`src/rtl/sschit_pkg.sv`:
```
`default_nettype none
package sschit_pkg;

  localparam int CW  = 32;
  localparam int FB  = 16;
  localparam int DW  = CW + 1;
  localparam int BRW = CW + 2;
  localparam int YW  = CW + 3;
  localparam int AW  = CW + 4;
  localparam int MW  = 2 * AW;
  localparam int PW  = 2 * MW;
  localparam int DG  = 18;
  localparam int MD  = MW / DG;
  localparam int PSW = 108;
  localparam int SSW = 88;
  localparam int LSW = 56;

  // 1e-6 in Q32.32, rounded
  localparam longint EPS_SQ = 4295;

  typedef struct packed {
    logic signed [CW-1:0] start_x;
    logic signed [CW-1:0] start_y;
    logic signed [CW-1:0] start_z;
    logic signed [CW-1:0] end_x;
    logic signed [CW-1:0] end_y;
    logic signed [CW-1:0] end_z;
    logic signed [CW-1:0] axis_x;
    logic signed [CW-1:0] axis_z;
    logic signed [CW-1:0] cyl_radius;
    logic signed [CW-1:0] base_height;
    logic signed [CW-1:0] cyl_tallness;
  } sschit_in_t;

  typedef struct packed {
    logic                 hit;
    logic        [FB:0]   entry_fraction;
    logic signed [CW-1:0] point_x;
    logic signed [CW-1:0] point_y;
    logic signed [CW-1:0] point_z;
  } sschit_out_t;

  typedef struct packed {
    logic signed [CW-1:0] sx;
    logic signed [CW-1:0] sy;
    logic signed [CW-1:0] sz;
    logic signed [CW-1:0] ex;
    logic signed [CW-1:0] ey;
    logic signed [CW-1:0] ez;
    logic signed [DW-1:0] dx;
    logic signed [DW-1:0] dy;
    logic signed [DW-1:0] dz;
  } sschit_geo_t;

  typedef struct packed {
    logic                 miss;
    logic signed [MW-1:0] qa;
    logic signed [MW-1:0] qb;
    logic signed [MW-1:0] qc;
    logic signed [MW-1:0] a2sq;
    logic signed [MW-1:0] a2e;
    logic signed [MW-1:0] esq;
    logic signed [MW-1:0] a1sq;
    logic signed [MW-1:0] a1e;
    logic signed [AW-1:0] a1;
    logic signed [AW-1:0] a2;
    logic signed [AW-1:0] e;
    sschit_geo_t          geo;
  } sschit_coef_t;

  typedef struct packed {
    logic                  hit;
    logic        [FB:0]    k;
    logic signed [PSW-1:0] p;
    logic signed [SSW-1:0] s;
    logic signed [LSW-1:0] l;
    logic signed [MW-1:0]  qa;
    logic signed [MW-1:0]  qb;
    logic signed [AW-1:0]  a1;
    logic signed [AW-1:0]  e;
    sschit_geo_t           geo;
  } sschit_srch_t;

endpackage
`default_nettype wire

```
`src/rtl/sschit_srch.sv`:
```
`default_nettype none
module sschit_srch #(
  parameter int BIT = 0
) (
  input  logic                     clk,
  input  logic                     rst_n,
  input  logic                     en,
  input  logic                     in_valid,
  input  sschit_pkg::sschit_srch_t in_st,
  output logic                     out_valid,
  output sschit_pkg::sschit_srch_t out_st
);
  import sschit_pkg::*;

  logic                  valid_r;
  sschit_srch_t          st_r, st_nxt;
  logic signed [PSW-1:0] p_c, s_px, qa_px, qb_px;
  logic signed [SSW-1:0] s_c, qa_sx, qb_sx, slope;
  logic signed [LSW-1:0] l_c, e_lx, a1_lx, lin;
  logic                  take;

  // try k + 2^BIT: P, qa*k and e*k are updated by shifts and adds
  always_comb begin
    s_px  = in_st.s;
    qa_px = in_st.qa;
    qb_px = in_st.qb;
    qa_sx = in_st.qa;
    qb_sx = in_st.qb;
    e_lx  = in_st.e;
    a1_lx = in_st.a1;
    p_c   = in_st.p + (s_px <<< (BIT + 1)) + (qa_px <<< (2 * BIT))
          + (qb_px <<< (BIT + FB + 1));
    s_c   = in_st.s + (qa_sx <<< BIT);
    slope = s_c + (qb_sx <<< FB);
    l_c   = in_st.l + (e_lx <<< BIT);
    lin   = l_c - (a1_lx <<< FB);
    take  = !in_st.k[FB] && ((!p_c[PSW-1] && (slope <= 0)) || (lin <= 0));
    st_nxt = in_st;
    if (take) begin
      st_nxt.k[BIT] = 1'b1;
      st_nxt.p      = p_c;
      st_nxt.s      = s_c;
      st_nxt.l      = l_c;
    end
  end

  always_ff @(posedge clk) begin
    if (!rst_n) begin
      valid_r <= 1'b0;
    end else if (en) begin
      valid_r <= in_valid;
    end
  end

  always_ff @(posedge clk) begin
    if (en) begin
      st_r <= st_nxt;
    end
  end

  assign out_valid = valid_r;
  assign out_st    = st_r;

endmodule
`default_nettype wire

```
`config.mk`:
```
export PLATFORM = sky130hd
export DESIGN_NAME = sschit_srch
export DESIGN_NICKNAME = d
export VERILOG_FILES = /design/src/rtl/sschit_pkg.sv /design/src/rtl/sschit_srch.sv
export SDC_FILE = /design/constraint.sdc
export NUM_CORES = 2
export LEC_CHECK = 0
export BUFFER_PORTS_ARGS = -buffer_cell sky130_fd_sc_hd__buf_4
export CAP_MARGIN = 25
export CORE_AREA = 2 2 602 604
export DETAILED_ROUTE_END_ITERATION = 8
export DIE_AREA = 0 0 604 606
export PLACE_DENSITY = 0.31
export SLEW_MARGIN = 40
export SYNTH_ARGS = -nofsm -noshare
export SYNTH_HDL_FRONTEND = slang
export SYNTH_SLANG_ARGS = --single-unit
```
`constraint.sdc`:
```
create_clock -name clk -period 8.7 [get_ports clk]
set_input_delay 0 -clock clk [delete_from_list [all_inputs] [get_ports clk]]
set_output_delay 0 -clock clk [all_outputs]
set_load 0.05 [all_outputs]
```
==> impl_metrics.yaml <==
floorplan:
  core_um2: 360000
  io_pins: 1559
  num_rows: 221
  die_area_um2: 366000
  dieHeight_um: 606
  start_util_pct: 14.4
  die_w_um: 604
global_routing:
  grt_pass1_wl_um: 476000
  antenna_found_initial: 51
  track_usage_pct: 18.9
  grt_overflow: 0
  grt_pass1_vias: 55500
  grt_max_degree: 119
clocking:
  cts_root_buffer: "clkbuf_16"
  numCtsBuffers: 111
  path_clk_slew_ns: 0.06
  cts.htree.levels: 3
  clockBufferDepth: 4
  clock_sinks: 778
  tritoncts: "yes"
  clkLatencyLatePin_ns: 0.77
sta:
  setup_violations: 0
  fin_crit_sh_pct: 95.2
  fin_crit_ns: 8.28
  report.final.slew_viol_count: 0
  hold_viol: 1
  clock_skew_ns: 0
  slew-limit-headroom_pct: 42.1
  holdWs_ns: -0.481
  tightest_slew_ns: 0.869
  fmax_mhz: 121
route:
  drt-initial-drc-count: 2759
  wirelength_um: 360000
  ant_nets: 0
  vias: 52100
  wl_per_cell_um: 27.9
  drc: 0
  firstDrtPassIters: 7
  viasPerCell: 4.03
critical_path:
  cp_common_cell: "buf_4"
  crit_type: "in2reg"
  timing.rr.start: "out_valid$_SDFFE_PN0P_"
  critical-path-max-stage-delay_ns: 0.67
  cpMaxStageDelayCell: "or4_1"
  crit_fanout: 9
  worstPathArrival_ns: 8.84
  r2r_slack_ns: 7.56
  start_kind: "primary input"
  r2r-end: "out_valid$_SDFFE_PN0P_"
  r2r_cells: 3
  crit_required_ns: 9.26
  end_kind: "flip-flop"
power:
  power.leakage_nw: 37.5
  ir_drop_uv: 165
  powerDensity_nw_per_um2: 230
  p_total_mw: 21.0
outcome:
  status: "finished, violations left"
  violations: "negative hold slack"
logic_synthesis:
  synth_seq_area_share_pct: 45.1
  avgSynthCellArea_um2: 11.4
  ys.flop_type: "edfxtp_1"
  synth_edf_count: 777
  syn-instance-count: 4535
  yosysWarnings: 0
  synth_fp_nets: 5874
  synth_cell_types: 86
  synth_area_um2: 51800
  async_reset_ff_share_pct: 0
  ys_seq_elements: 778
hold_path:
  hold_path_depth: 2
  holdPathEnd: "out_st[582]$_DFFE_PP_"
  min_from: "in_st[582]"
  hold_path.class: "in2reg"
place:
  io_buffers: 1558
  gp_congestion: 0.866
  place_hpwl_um: 303000
layout:
  fillers: 38700
  nNetsFinal: 9358
  final_cell_mix: "buf_4, dlygate4sd3_1, edfxtp_1"
  final_common_cell: "buf_4"
  drive_above_1_share_pct: 30.9
  area_growth_pct: 76.4
flow_run:
  drv_cap: 0
Yosys cell counts, types with 12 or more instances:
cell       number  area share [%]
a21o_1        139             2.0
xor2_1        109             1.8
inv_1         154             1.1
a21boi_0       15            0.22
o21a_1         49            0.71
nand3_1        85            0.82
or4_1          14            0.20
a211oi_1       46            0.67
and2_1         27            0.33
or3_1          18            0.22
and3_1         39            0.47
nand4_1       112             1.4
and4_1         12            0.20
nand2b_1       44            0.53
edfxtp_1      777              45
mux2_2         87             1.9
o21ai_0       253             2.4
mux2_1        157             3.4
o22ai_1        12            0.14
o211ai_1       32            0.46
mux2i_1        14            0.27
o2111ai_1      13            0.22
nor3_1         60            0.58
xnor2_1       187             3.2
nor2b_1        47            0.57
nor2_1        225             1.6
a31oi_1        43            0.52
nor4_1         30            0.36
a21oi_1       440             4.3
a211o_1        16            0.27
ha_1          375             9.1
nand2_1       282             2.0
buf_4          16            0.23
o21bai_1       64            0.93
clkbuf_1      118            0.85
buf_2          23            0.22
a41oi_1        13            0.22
fa_1          183             7.1
o31ai_1        31            0.45
a221oi_1       13            0.22
registers in the layout, summed over array words and instances (netlist names):
| register | cells |
|---|---|
| out_valid | 1 |
| out_st | 777 |
layout make-up:
cell class / instances / area (µm²) / share of cell area, %
antenna: 21 / 52.6 / 0.0575
clock buffer: 130 / 2850 / 3.12
clock inverter: 71 / 612 / 0.670
inverter: 154 / 578 / 0.633
multi-input combinational: 3442 / 27600 / 30.2
sequential: 778 / 23400 / 25.6
tap: 4794 / 6000 / 6.56
timing repair buffer: 3532 / 30300 / 33.2
routing by layer:
| layer | track usage [%] | routed length, µm | up-vias |
|---|---|---|---|
| met5 | 0 | 263 | - |
| met4 | 7.43 | 16400 | 42 |
| met3 | 2.98 | 15700 | 357 |
| met2 | 38.0 | 201000 | 1498 |
| met1 | 19.1 | 127000 | 25900 |
| li1 | - | - | 24300 |
worst max-delay path by stage:
stage | startpoint | slack [ns] | cells after the start | end
after floorplan | in_st[439] | 1.19 | 32 | out_st[751]$_DFFE_PP_
after global placement | in_st[435] | -1.40 | 36 | out_st[743]$_DFFE_PP_
after detailed placement | in_st[435] | -1.40 | 40 | out_st[743]$_DFFE_PP_
after CTS | in_st[483] | 0.002 | 32 | out_st[586]$_DFFE_PP_
after global routing | in_st[588] | -0.006 | 39 | out_st[572]$_DFFE_PP_
final | in_st[481] | 0.42 | 32 | out_st[566]$_DFFE_PP_
what timing repair did:
action	4_1_cts	5_1_grt
setup buffers	6	4
endpoints found under the hold margin	847	15
pin swaps	0	10
hold buffers	1352	21
setup endpoints to repair	250	253
gates resized for setup	9	40
worst max-delay path: cells and delay by family:
family / cells / cell delay, ns
simple gates: 13 / 3.60
buf+inv: 8 / 2.16
compound gates: 8 / 1.88
fa+ha+maj: 2 / 0.76
xor+xnor: 1 / 0.39
stage by stage:
step / utilization [%] / instance area (µm²) / setup WS, ns / TNS (ns) / instances
after floorplan: - / 51800 / 1.19 / 0 / 4535
after detailed placement: 20.5 / 73800 / -1.40 / -314.12 / 11300
final: 25.4 / 91400 / 0.421 / 0 / 12900
after global placement: 20.4 / 73600 / -1.40 / -322.57 / 11300
after global routing: 25.4 / 91300 / -0.00553 / -0.00819 / 12900
after CTS: 25.2 / 90900 / 0.00179 / 0 / 12900
cell families after synthesis:
| logic type | count (synthesis) | share of synthesized area (%) |
|---|---|---|
| compound gates | 1307 | 16.0 |
| simple gates | 1023 | 9.71 |
| flops | 778 | 45.1 |
| fa+ha+maj | 558 | 16.1 |
| buf+inv | 315 | 2.46 |
| xor+xnor | 296 | 5.00 |
| mux | 258 | 5.57 |
power breakdown:
part | internal, mW | switching, mW | leakage (nW) | total (mW)
registers | 4.84 | 0.298 | 7.61 | 5.14
logic | 4.30 | 6.97 | 28.2 | 11.3
clock network | 2.57 | 1.99 | 1.67 | 4.56
total | 11.7 | 9.26 | 37.5 | 21.0
Power figures use the tool's default switching activity.
